$ cat src/rtl/pcorr_pkg.sv
`timescale 1ns / 1ps
// ----------------------------------------------------------------------------
// pcorr_pkg - shared constants and types of the correlation block
// Sizes of the sample, sum and product words; the sum and product widths follow the pair limit.
// ----------------------------------------------------------------------------
package pcorr_pkg;

	// Largest number of pairs that enter the sums of one series.
	localparam int N_MAX   = 1024;

	// Sample and result widths.
	localparam int SMP_W   = 16;
	localparam int COEF_W  = 16;

	// Pair counter, able to hold N_MAX itself.
	localparam int CNT_W   = $clog2(N_MAX + 1);

	// Running sums: x and y, x*x and y*y (never negative), x*y (signed).
	localparam int SUM_W   = SMP_W + CNT_W;
	localparam int SQ_W    = 2 * SMP_W - 2 + CNT_W;
	localparam int XY_W    = SQ_W + 1;

	// Magnitude of the variance terms and of the covariance term.
	localparam int U_W     = CNT_W + SQ_W;

	// Working word of the shared adder: holds u*v scaled by 2^32 with headroom.
	localparam int FRAC_SH = 32;
	localparam int BIG_W   = 2 * U_W + FRAC_SH + 3;

	// The root search finds a 17-bit integer, one bit per step.
	localparam int KEY_W   = FRAC_SH / 2 + 1;
	localparam int BIT_W   = $clog2(KEY_W);

	// Saturation limit of the Q1.15 result.
	localparam logic [COEF_W-1:0] COEF_MAX = {1'b0, {(COEF_W - 1){1'b1}}};

	typedef logic [BIG_W-1:0] word_t;

endpackage

$ cat src/rtl/pcorr_if.sv
`timescale 1ns / 1ps
// ----------------------------------------------------------------------------
// pcorr_if - valid/ready channels of the correlation block
// One channel carries sample pairs in, the other carries one result per series.
// ----------------------------------------------------------------------------
interface pcorr_in_if;
	logic                              valid;
	logic                              ready;
	logic signed [pcorr_pkg::SMP_W-1:0] sample_x;
	logic signed [pcorr_pkg::SMP_W-1:0] sample_y;
	logic                              last_pair;

	modport source (output valid, output sample_x, output sample_y, output last_pair,
		input ready);
	modport sink (input valid, input sample_x, input sample_y, input last_pair,
		output ready);
endinterface

interface pcorr_out_if;
	logic                               valid;
	logic                               ready;
	logic signed [pcorr_pkg::COEF_W-1:0] coefficient;
	logic                               flat_series;
	logic                               too_long;

	modport source (output valid, output coefficient, output flat_series,
		output too_long, input ready);
	modport sink (input valid, input coefficient, input flat_series, input too_long,
		output ready);
endinterface

$ cat src/rtl/pcorr_alu.sv
`timescale 1ns / 1ps
// ----------------------------------------------------------------------------
// pcorr_alu - shared wide add/subtract unit
// Every multiply step and root trial of the block, and the sign removal of
// the covariance term, pass through this one adder.
// ----------------------------------------------------------------------------
module pcorr_alu (
	input  pcorr_pkg::word_t op_a,
	input  pcorr_pkg::word_t op_b,
	input  logic             sub,
	output pcorr_pkg::word_t total
);

	// Two's complement add, or subtract by inverting op_b and carrying in one.
	assign total = op_a + (op_b ^ {pcorr_pkg::BIG_W{sub}}) + pcorr_pkg::BIG_W'(sub);

endmodule

$ cat src/rtl/pearson_correlation.sv
`timescale 1ns / 1ps
// ----------------------------------------------------------------------------
// pearson_correlation - Pearson coefficient of two paired sample series
// Accumulates count and exact sums per pair and, on the pair marked last,
// returns the coefficient in signed Q1.15 with flat and too-long flags.
// ----------------------------------------------------------------------------
// Every product is formed by a shift-add multiplier built round one shared
// wide adder, one multiplier bit per cycle. A pair runs three multiplications,
// each stepping once per significant bit of the sample magnitudes; a pair
// beyond N_MAX runs none. The last pair then adds six products for the two
// variance terms and the covariance term and, unless the series is flat, the
// products u*v and w*w and 17 root steps of three or four adder passes each.
// The pair input is ready only while the block is idle; a result waits in an
// output register, so the next series may start before it is taken.
// ----------------------------------------------------------------------------
module pearson_correlation (
	input  logic               clk,
	input  logic               arst_n,
	pcorr_in_if.sink           pairs,
	pcorr_out_if.source        result
);

	// Sequencer states.
	localparam logic [4:0] ST_IDLE = 5'd0;
	localparam logic [4:0] ST_XX   = 5'd1;
	localparam logic [4:0] ST_YY   = 5'd2;
	localparam logic [4:0] ST_XY   = 5'd3;
	localparam logic [4:0] ST_U1   = 5'd4;
	localparam logic [4:0] ST_U2   = 5'd5;
	localparam logic [4:0] ST_V1   = 5'd6;
	localparam logic [4:0] ST_V2   = 5'd7;
	localparam logic [4:0] ST_W1   = 5'd8;
	localparam logic [4:0] ST_W2   = 5'd9;
	localparam logic [4:0] ST_WABS = 5'd10;
	localparam logic [4:0] ST_UV   = 5'd11;
	localparam logic [4:0] ST_WW   = 5'd12;
	localparam logic [4:0] ST_R1   = 5'd13;
	localparam logic [4:0] ST_R2   = 5'd14;
	localparam logic [4:0] ST_R3   = 5'd15;
	localparam logic [4:0] ST_R4   = 5'd16;
	localparam logic [4:0] ST_DONE = 5'd17;

	localparam int SMP_W  = pcorr_pkg::SMP_W;
	localparam int COEF_W = pcorr_pkg::COEF_W;
	localparam int CNT_W  = pcorr_pkg::CNT_W;
	localparam int SUM_W  = pcorr_pkg::SUM_W;
	localparam int SQ_W   = pcorr_pkg::SQ_W;
	localparam int XY_W   = pcorr_pkg::XY_W;
	localparam int U_W    = pcorr_pkg::U_W;
	localparam int BIG_W  = pcorr_pkg::BIG_W;
	localparam int KEY_W  = pcorr_pkg::KEY_W;
	localparam int BIT_W  = pcorr_pkg::BIT_W;

	// Control state and running sums.
	logic [4:0]              state_q;
	logic [CNT_W-1:0]        cnt_q;
	logic signed [SUM_W-1:0] sx_q;
	logic signed [SUM_W-1:0] sy_q;
	logic [SQ_W-1:0]         sxx_q;
	logic [SQ_W-1:0]         syy_q;
	logic signed [XY_W-1:0]  sxy_q;
	logic                    ovf_q;
	logic                    ovalid_q;

	// Captured pair.
	logic signed [SMP_W-1:0] x_q;
	logic signed [SMP_W-1:0] y_q;
	logic                    last_q;

	// Shift-add multiplier: accumulator, multiplicand, multiplier, sign.
	pcorr_pkg::word_t        acc_q;
	pcorr_pkg::word_t        a_q;
	logic [U_W-1:0]          b_q;
	logic                    sub_q;

	// Final terms and root search.
	logic [U_W-1:0]          u_q;
	logic [U_W-1:0]          v_q;
	logic [U_W-1:0]          wmag_q;
	logic                    wneg_q;
	logic                    flat_q;
	logic [2*U_W-1:0]        uv_q;
	pcorr_pkg::word_t        ww_q;
	pcorr_pkg::word_t        p_q;
	pcorr_pkg::word_t        r_q;
	pcorr_pkg::word_t        s_q;
	logic [KEY_W-1:0]        k_q;
	logic [BIT_W-1:0]        bit_q;

	// Output register.
	logic signed [COEF_W-1:0] coef_q;
	logic                     flat_out_q;
	logic                     long_out_q;

	// Combinational signals.
	logic                    in_beat;
	logic                    room;
	logic                    out_free;
	logic [SMP_W-1:0]        in_x_mag;
	logic [SMP_W-1:0]        x_mag;
	logic [SMP_W-1:0]        y_mag;
	logic [SUM_W-1:0]        sx_mag;
	logic [SUM_W-1:0]        sy_mag;
	logic [XY_W-1:0]         sxy_mag;
	pcorr_pkg::word_t        alu_a;
	pcorr_pkg::word_t        alu_b;
	logic                    alu_sub;
	pcorr_pkg::word_t        alu_sum;
	logic                    mac_busy;
	logic                    mac_last;
	pcorr_pkg::word_t        mac_acc_nxt;
	logic [KEY_W-1:0]        half_k;
	logic [COEF_W-1:0]       mag_sat;

	// Handshake.
	assign pairs.ready        = (state_q == ST_IDLE);
	assign in_beat            = pairs.valid && pairs.ready;
	assign room               = (cnt_q < CNT_W'(pcorr_pkg::N_MAX));
	assign out_free           = !ovalid_q || result.ready;
	assign result.valid       = ovalid_q;
	assign result.coefficient = coef_q;
	assign result.flat_series = flat_out_q;
	assign result.too_long    = long_out_q;

	// Magnitudes of the samples and sums that feed the multiplier.
	assign in_x_mag = pairs.sample_x[SMP_W-1] ? SMP_W'(-pairs.sample_x) : pairs.sample_x;
	assign x_mag    = x_q[SMP_W-1] ? SMP_W'(-x_q) : x_q;
	assign y_mag    = y_q[SMP_W-1] ? SMP_W'(-y_q) : y_q;
	assign sx_mag   = sx_q[SUM_W-1] ? SUM_W'(-sx_q) : sx_q;
	assign sy_mag   = sy_q[SUM_W-1] ? SUM_W'(-sy_q) : sy_q;
	assign sxy_mag  = sxy_q[XY_W-1] ? XY_W'(-sxy_q) : sxy_q;

	// Operand selection for the shared adder.
	always_comb begin
		alu_a    = '0;
		alu_b    = '0;
		alu_sub  = 1'b0;
		mac_busy = 1'b0;
		unique case (state_q) inside
			ST_XX, ST_YY, ST_XY, ST_U1, ST_U2, ST_V1, ST_V2, ST_W1, ST_W2,
			ST_UV, ST_WW: begin
				alu_a    = acc_q;
				alu_b    = a_q;
				alu_sub  = sub_q;
				mac_busy = 1'b1;
			end
			ST_WABS: begin
				alu_b   = acc_q;
				alu_sub = acc_q[BIG_W-1];
			end
			ST_R1: begin
				alu_a = p_q;
				alu_b = r_q;
			end
			ST_R2: begin
				alu_a = acc_q;
				alu_b = s_q;
			end
			ST_R3: begin
				alu_a   = ww_q;
				alu_b   = acc_q;
				alu_sub = 1'b1;
			end
			ST_R4: begin
				alu_a = r_q >> 1;
				alu_b = s_q;
			end
			default: begin
			end
		endcase
	end

	pcorr_alu u_alu (
		.op_a  (alu_a),
		.op_b  (alu_b),
		.sub   (alu_sub),
		.total (alu_sum)
	);

	// One multiplier bit per cycle; the product ends when no bits remain.
	assign mac_last    = (b_q[U_W-1:1] == '0);
	assign mac_acc_nxt = b_q[0] ? alu_sum : acc_q;

	// Rounded magnitude from the root, saturated to the Q1.15 limit.
	assign half_k  = KEY_W'(k_q + 1'b1) >> 1;
	assign mag_sat = (half_k > KEY_W'(pcorr_pkg::COEF_MAX)) ? pcorr_pkg::COEF_MAX :
		half_k[COEF_W-1:0];

	// Sequencer, sums and output valid.
	always_ff @(posedge clk or negedge arst_n) begin
		if (!arst_n) begin
			state_q  <= ST_IDLE;
			cnt_q    <= '0;
			sx_q     <= '0;
			sy_q     <= '0;
			sxx_q    <= '0;
			syy_q    <= '0;
			sxy_q    <= '0;
			ovf_q    <= 1'b0;
			ovalid_q <= 1'b0;
		end else begin
			// The output is set when a result is loaded and cleared when its beat is taken.
			if (state_q == ST_DONE && out_free) begin
				ovalid_q <= 1'b1;
			end else if (result.valid && result.ready) begin
				ovalid_q <= 1'b0;
			end
			unique case (state_q)
				ST_IDLE: begin
					if (in_beat) begin
						if (room) begin
							cnt_q   <= cnt_q + 1'b1;
							sx_q    <= sx_q + SUM_W'(pairs.sample_x);
							sy_q    <= sy_q + SUM_W'(pairs.sample_y);
							state_q <= ST_XX;
						end else begin
							ovf_q   <= 1'b1;
							state_q <= pairs.last_pair ? ST_U1 : ST_IDLE;
						end
					end
				end
				ST_XX: begin
					if (mac_last) begin
						sxx_q   <= mac_acc_nxt[SQ_W-1:0];
						state_q <= ST_YY;
					end
				end
				ST_YY: begin
					if (mac_last) begin
						syy_q   <= mac_acc_nxt[SQ_W-1:0];
						state_q <= ST_XY;
					end
				end
				ST_XY: begin
					if (mac_last) begin
						sxy_q   <= mac_acc_nxt[XY_W-1:0];
						state_q <= last_q ? ST_U1 : ST_IDLE;
					end
				end
				ST_U1: if (mac_last) state_q <= ST_U2;
				ST_U2: if (mac_last) state_q <= ST_V1;
				ST_V1: if (mac_last) state_q <= ST_V2;
				ST_V2: if (mac_last) state_q <= ST_W1;
				ST_W1: if (mac_last) state_q <= ST_W2;
				ST_W2: if (mac_last) state_q <= ST_WABS;
				ST_WABS: begin
					state_q <= (u_q == '0 || v_q == '0) ? ST_DONE : ST_UV;
				end
				ST_UV: if (mac_last) state_q <= ST_WW;
				ST_WW: if (mac_last) state_q <= ST_R1;
				ST_R1: state_q <= ST_R2;
				ST_R2: state_q <= ST_R3;
				ST_R3: begin
					if (!alu_sum[BIG_W-1]) begin
						state_q <= ST_R4;
					end else begin
						state_q <= (bit_q == '0) ? ST_DONE : ST_R1;
					end
				end
				ST_R4: state_q <= (bit_q == '0) ? ST_DONE : ST_R1;
				ST_DONE: begin
					if (out_free) begin
						cnt_q    <= '0;
						sx_q     <= '0;
						sy_q     <= '0;
						sxx_q    <= '0;
						syy_q    <= '0;
						sxy_q    <= '0;
						ovf_q    <= 1'b0;
						state_q  <= ST_IDLE;
					end
				end
				default: state_q <= ST_IDLE;
			endcase
		end
	end

	// Datapath: multiplier steps, operand loads, root search and result.
	// On the final multiplier bit the state below takes the product and loads
	// the operands of the next step.
	always_ff @(posedge clk) begin
		if (mac_busy && !mac_last) begin
			acc_q <= mac_acc_nxt;
			a_q   <= a_q << 1;
			b_q   <= b_q >> 1;
		end
		case (state_q)
			ST_IDLE: begin
				if (in_beat) begin
					x_q    <= pairs.sample_x;
					y_q    <= pairs.sample_y;
					last_q <= pairs.last_pair;
					sub_q  <= 1'b0;
					if (room) begin
						acc_q <= BIG_W'(sxx_q);
						a_q   <= BIG_W'(in_x_mag);
						b_q   <= U_W'(in_x_mag);
					end else begin
						acc_q <= '0;
						a_q   <= BIG_W'(sxx_q);
						b_q   <= U_W'(cnt_q);
					end
				end
			end
			ST_XX: begin
				if (mac_last) begin
					acc_q <= BIG_W'(syy_q);
					a_q   <= BIG_W'(y_mag);
					b_q   <= U_W'(y_mag);
					sub_q <= 1'b0;
				end
			end
			ST_YY: begin
				if (mac_last) begin
					acc_q <= BIG_W'(sxy_q);
					a_q   <= BIG_W'(x_mag);
					b_q   <= U_W'(y_mag);
					sub_q <= x_q[SMP_W-1] ^ y_q[SMP_W-1];
				end
			end
			ST_XY: begin
				if (mac_last) begin
					acc_q <= '0;
					a_q   <= BIG_W'(sxx_q);
					b_q   <= U_W'(cnt_q);
					sub_q <= 1'b0;
				end
			end
			ST_U1: begin
				if (mac_last) begin
					acc_q <= mac_acc_nxt;
					a_q   <= BIG_W'(sx_mag);
					b_q   <= U_W'(sx_mag);
					sub_q <= 1'b1;
				end
			end
			ST_U2: begin
				if (mac_last) begin
					u_q   <= mac_acc_nxt[U_W-1:0];
					acc_q <= '0;
					a_q   <= BIG_W'(syy_q);
					b_q   <= U_W'(cnt_q);
					sub_q <= 1'b0;
				end
			end
			ST_V1: begin
				if (mac_last) begin
					acc_q <= mac_acc_nxt;
					a_q   <= BIG_W'(sy_mag);
					b_q   <= U_W'(sy_mag);
					sub_q <= 1'b1;
				end
			end
			ST_V2: begin
				if (mac_last) begin
					v_q   <= mac_acc_nxt[U_W-1:0];
					acc_q <= '0;
					a_q   <= BIG_W'(sxy_mag);
					b_q   <= U_W'(cnt_q);
					sub_q <= sxy_q[XY_W-1];
				end
			end
			ST_W1: begin
				// Subtracting sx*sy flips the sign of that product.
				if (mac_last) begin
					acc_q <= mac_acc_nxt;
					a_q   <= BIG_W'(sx_mag);
					b_q   <= U_W'(sy_mag);
					sub_q <= ~(sx_q[SUM_W-1] ^ sy_q[SUM_W-1]);
				end
			end
			ST_W2: begin
				if (mac_last) begin
					acc_q <= mac_acc_nxt;
				end
			end
			ST_WABS: begin
				// Split the covariance term into sign and magnitude; load u*v.
				wneg_q <= acc_q[BIG_W-1];
				wmag_q <= alu_sum[U_W-1:0];
				flat_q <= (u_q == '0 || v_q == '0);
				k_q    <= '0;
				acc_q  <= '0;
				a_q    <= BIG_W'(u_q);
				b_q    <= v_q;
				sub_q  <= 1'b0;
			end
			ST_UV: begin
				if (mac_last) begin
					uv_q  <= mac_acc_nxt[2*U_W-1:0];
					acc_q <= '0;
					a_q   <= BIG_W'(wmag_q);
					b_q   <= wmag_q;
					sub_q <= 1'b0;
				end
			end
			ST_WW: begin
				// Root search for the largest k with k*k*u*v <= w*w*2^32.
				if (mac_last) begin
					ww_q  <= mac_acc_nxt << pcorr_pkg::FRAC_SH;
					p_q   <= '0;
					r_q   <= '0;
					s_q   <= BIG_W'(uv_q) << pcorr_pkg::FRAC_SH;
					k_q   <= '0;
					bit_q <= BIT_W'(KEY_W - 1);
				end
			end
			ST_R1: acc_q <= alu_sum;
			ST_R2: acc_q <= alu_sum;
			ST_R3: begin
				// Trial square within bound: keep the bit, else move on.
				if (!alu_sum[BIG_W-1]) begin
					p_q        <= acc_q;
					k_q[bit_q] <= 1'b1;
				end else begin
					r_q   <= r_q >> 1;
					s_q   <= s_q >> 2;
					bit_q <= bit_q - 1'b1;
				end
			end
			ST_R4: begin
				r_q   <= alu_sum;
				s_q   <= s_q >> 2;
				bit_q <= bit_q - 1'b1;
			end
			ST_DONE: begin
				if (out_free) begin
					if (flat_q) begin
						coef_q <= '0;
					end else begin
						coef_q <= wneg_q ? COEF_W'(-mag_sat) : mag_sat;
					end
					flat_out_q <= flat_q;
					long_out_q <= ovf_q;
				end
			end
			default: begin
			end
		endcase
	end

endmodule

$ cat src/flat_wrapper.sv
// flat-port wrapper written by rule: the top's interface ports become plain ports
module pearson_correlation_flat 
  (clk, arst_n, pairs_valid, pairs_sample_x, pairs_sample_y, pairs_last_pair, pairs_ready, result_valid, result_coefficient, result_flat_series, result_too_long, result_ready);
  pcorr_in_if pairs_i ();
  pcorr_out_if result_i ();
  input  logic clk;
  input  logic arst_n;
  input wire logic [$bits(pairs_i.valid)-1:0] pairs_valid;
  input wire logic [$bits(pairs_i.sample_x)-1:0] pairs_sample_x;
  input wire logic [$bits(pairs_i.sample_y)-1:0] pairs_sample_y;
  input wire logic [$bits(pairs_i.last_pair)-1:0] pairs_last_pair;
  output wire logic [$bits(pairs_i.ready)-1:0] pairs_ready;
  output wire logic [$bits(result_i.valid)-1:0] result_valid;
  output wire logic [$bits(result_i.coefficient)-1:0] result_coefficient;
  output wire logic [$bits(result_i.flat_series)-1:0] result_flat_series;
  output wire logic [$bits(result_i.too_long)-1:0] result_too_long;
  input wire logic [$bits(result_i.ready)-1:0] result_ready;
  assign pairs_i.valid = pairs_valid;
  assign pairs_i.sample_x = pairs_sample_x;
  assign pairs_i.sample_y = pairs_sample_y;
  assign pairs_i.last_pair = pairs_last_pair;
  assign pairs_ready = pairs_i.ready;
  assign result_valid = result_i.valid;
  assign result_coefficient = result_i.coefficient;
  assign result_flat_series = result_i.flat_series;
  assign result_too_long = result_i.too_long;
  assign result_i.ready = result_ready;
  pearson_correlation u_core (.clk(clk), .arst_n(arst_n), .pairs(pairs_i), .result(result_i));
endmodule
$ cat config.mk
export PLATFORM = sky130hd
export DESIGN_NAME = pearson_correlation_flat
export DESIGN_NICKNAME = d
export VERILOG_FILES = /design/src/rtl/pcorr_pkg.sv /design/src/rtl/pcorr_if.sv /design/src/rtl/pcorr_alu.sv /design/src/rtl/pearson_correlation.sv /design/src/flat_wrapper.sv
export SDC_FILE = /design/constraint.sdc
export NUM_CORES = 2
export LEC_CHECK = 0
export ABC_AREA = 1
export BUFFER_PORTS_ARGS = -buffer_cell sky130_fd_sc_hd__buf_2
export CAP_MARGIN = 0
export CELL_PAD_IN_SITES_DETAIL_PLACEMENT = 1
export CELL_PAD_IN_SITES_GLOBAL_PLACEMENT = 1
export CORE_ASPECT_RATIO = 1.25
export CORE_MARGIN = 1.5
export CORE_UTILIZATION = 43
export CTS_CLUSTER_DIAMETER = 80
export CTS_CLUSTER_SIZE = 20
export DETAILED_ROUTE_END_ITERATION = 16
export PLACE_DENSITY_LB_ADDON = 0.1
export SETUP_SLACK_MARGIN = 0.02
export SYNTH_ARGS = -nofsm -noshare
export SYNTH_HDL_FRONTEND = slang
export SYNTH_HIERARCHICAL = 1
export SYNTH_SLANG_ARGS = --single-unit
$ cat constraint.sdc
create_clock -name clk -period 25.8 [get_ports clk]
set_input_delay 2.58 -clock clk [delete_from_list [all_inputs] [get_ports clk]]
set_output_delay 2.58 -clock clk [all_outputs]
set_load 0.005 [all_outputs]
==> results.md <==
* Post-DRT Antenna Nets at 0
* Final setup vio count at 0
* 1st-pass router iterations at 6
* Initial Utilization at 43.2%
* Critical Path AT at 10.40 ns
* TritonCTS Buffers at 103
* Synth area leader: edfxtp_1
* Rel. slew slack at 4.24%
* Clk buf depth at 3
* Worst-path clk slew at 0.08 ns
* Setup_tns at 0 ns
* Post-synth EDFFs at 857
* IO buf count at 56
* Synth top area share at 28.4%
* Postcts setup bufs at 0
* RSZ-0062 raised after global routing: false
* Post-CTS sizing at 0
* Post-Synthesis Cells at 12,700
* Status: finished, final reports clean
* Total track usage at 45.7%
* Post-route clock period utilization at 38.5%
* H-tree depth at 3
* GR Overflow Total at 0
* #FFs+latches synth at 1,383
* Root Driver: clkbuf_16
* Setup crit start kind: flop
* Top post-synthesis cells by area: edfxtp_1 (28%), nand2_1 (15%), o21ai_0 (7.7%)
* Num Clock Sinks at 1,383
* Fill cells at 26,700
* Post-Route WL at 498,000 µm
* Fmax at 0.101 GHz
* DP HPWL at 371,000 µm
* CP Class: reg2reg
* Number of global-route vias before repair at 98,200
* Final cell count without fillers at 15,300
* Io pins at 57
* Synth async-reset ratio at 14.2%
* Nets at 12,700
* Final core occ at 46.4%
* Warnings from Yosys at 6
* WL/cell at 32.5 µm
* Slowest stage delay, CP at 0.99 ns
* Most frequent CP cell: nand2_1
* Worst Skew at 0.0702 ns
* Starting DRC count in detailed routing at 9,370
* Via density per instance at 6.25
* Worst skew pair latency at 0.89 ns
* Syn_nets at 13,000
* Residual DRC at 0
* Hold WS at 0.468 ns
* Crit path time final at 9.94 ns
* Hold crit path type: reg2reg
* Max Slew Vio Count at 0
* CORE AREA at 210,000 µm²
* R2R setup slack at 15.86 ns
* Largest net degree at the start of global routing at 157
* Die Height at 516 µm
* Final hold viol count at 0
* Die X at 414 µm
* Initial antenna violation count at 38
* Ys flop type: edfxtp_1
* Fraction of layout cells with a size suffix above 1 at 4.78%
* Area Growth Syn to Fin at 7.34%
* Max cap viols at 0
* Syn_area_per_cell at 7.11 µm²
* Multi-input logic area at 45,100 µm²
* Cell Rows at 188
* Worst-margin pin slew at 1.43 ns
* Mapped cell area at 90,600 µm²
* Crit-path max FO at 117
* Hold buffer count at CTS at 0
* Sequential fraction of the synthesis area at 41.1%
* Worst endpoint required time at 26.26 ns
* First-pass GRT wire length at 700,000 µm
* Worst Setup End Kind: flop
* Die area at 213,000 µm²
* Gp weighted congestion at 1.07
* Routed vias at 95,800
* Reg area at 37,200 µm²
* CTS tree: yes
* Unique cell type count in the Yosys netlist at 64
* Placed Cells at 15,100
* Worst path slowest cell: nor2_4
[state kept, by name, summed over array words and instances, names as in the netlist, 11 cells and up]
signal / flops
u_core/sxx_q: 41
u_core/b_q: 52
u_core/uv_q: 104
u_core/syy_q: 41
u_core/sy_q: 27
u_core/sxy_q: 42
u_core/k_q: 17
u_core/r_q: 139
u_core/acc_q: 139
u_core/s_q: 136
u_core/u_q: 52
u_core/v_q: 52
u_core/p_q: 139
u_core/x_q: 16
u_core/y_q: 16
u_core/wmag_q: 52
u_core/result.coefficient: 16
u_core/a_q: 139
u_core/sx_q: 27
u_core/ww_q: 107
u_core/cnt_q: 11
[metal layers]
layer | wire (µm) | GRT usage [%]
met5 | 153 | 0
met4 | 63200 | 48.4
met3 | 37600 | 9.44
met2 | 235000 | 76.5
met1 | 162000 | 45.6
[cell usage in the layout, fill, tap and decap left out, drive strengths merged, types with 12 or more instances in the layout]
master,netlist,final
a211oi,92,92
a21o,13,13
a21oi,774,774
a221oi,16,16
a22oi,100,100
a31oi,16,16
a32o,84,84
buf,153,221
clkbuf,455,134
clkinv,4,30
dfrtp,196,196
dfxtp,330,330
diode,0,20
edfxtp,857,857
ha,204,204
inv,1614,1641
nand2,3697,3697
nand3,512,512
nand3b,17,17
nand4,102,102
nor2,1164,1164
nor3,85,85
nor4,27,27
o2111ai,106,106
o211ai,115,115
o21a,17,17
o21ai,1529,1529
o21bai,14,14
o221ai,12,12
o22ai,78,78
or2,51,51
xor2,259,259
[cell usage after synthesis (92+ instances only)]
cell	n
dfxtp_1	330
clkbuf_1	455
a21oi_1	774
o2111ai_1	105
inv_1	1591
nand3_1	496
o21ai_1	127
buf_2	110
dfrtp_1	196
o21ai_0	1400
nor2_1	1136
a211oi_1	92
nand2_1	3649
a22oi_1	100
xor2_1	259
ha_1	204
edfxtp_1	857
nand4_1	102
o211ai_1	115
[metrics by stage]
step	setup WS, ns	instance area, µm²
finish	15.86	97300
global route	15.61	97200
CTS	16.18	97200
detailed placement	16.21	93500
global placement	16.47	93500
floorplan	9.79	90600
[cells by family after synthesis]
kind of cell / count (synthesis) / share of synthesized area (%)
AO/OA/AOI/OAI: 2989 / 18.7
XOR/XNOR: 266 / 2.57
adder cells (fa/ha/maj): 207 / 2.88
buffers and inverters: 2226 / 9.43
flip-flops: 1383 / 41.1
multiplexers: 3 / 0.0331
AND/OR/NAND/NOR: 5668 / 25.3
[critical path, delay by kind of cell (launching register included)]
kind,cells,cell delay [ns]
simple gates,15,3.41
buf+inv,7,2.92
compound gates,4,1.42
flops,1,0.52
fa+ha+maj,1,0.41
xor+xnor,1,0.19
[layout make-up]
| type | count | share of cell area (%) |
|---|---|---|
| well taps | 2755 | 3.54 |
| inverters | 1618 | 6.28 |
| flip-flops and latches | 1383 | 38.3 |
| diodes | 20 | 0.0515 |
| clock inverters | 61 | 0.980 |
| clock buffers | 134 | 2.81 |
| multi-input cells | 9133 | 46.4 |
| repair buffers | 221 | 1.65 |
[worst paths after layout]
check	startpoint	to	cells after the start
max	u_core/state_q[2]	u_core/s_q[85]	28
min	u_core/ovf_q	u_core/result.too_long	0
max reg2reg	u_core/state_q[2]	u_core/s_q[85]	28
min reg2reg	u_core/ovf_q	u_core/result.too_long	0
max in group asynchronous	arst_n	u_core/syy_q[38]	2
min in group asynchronous	arst_n	u_core/sx_q[12]	1
Power is not shown: default switching activity piles up to over one toggle a cycle in this logic, so the estimate is an artifact.
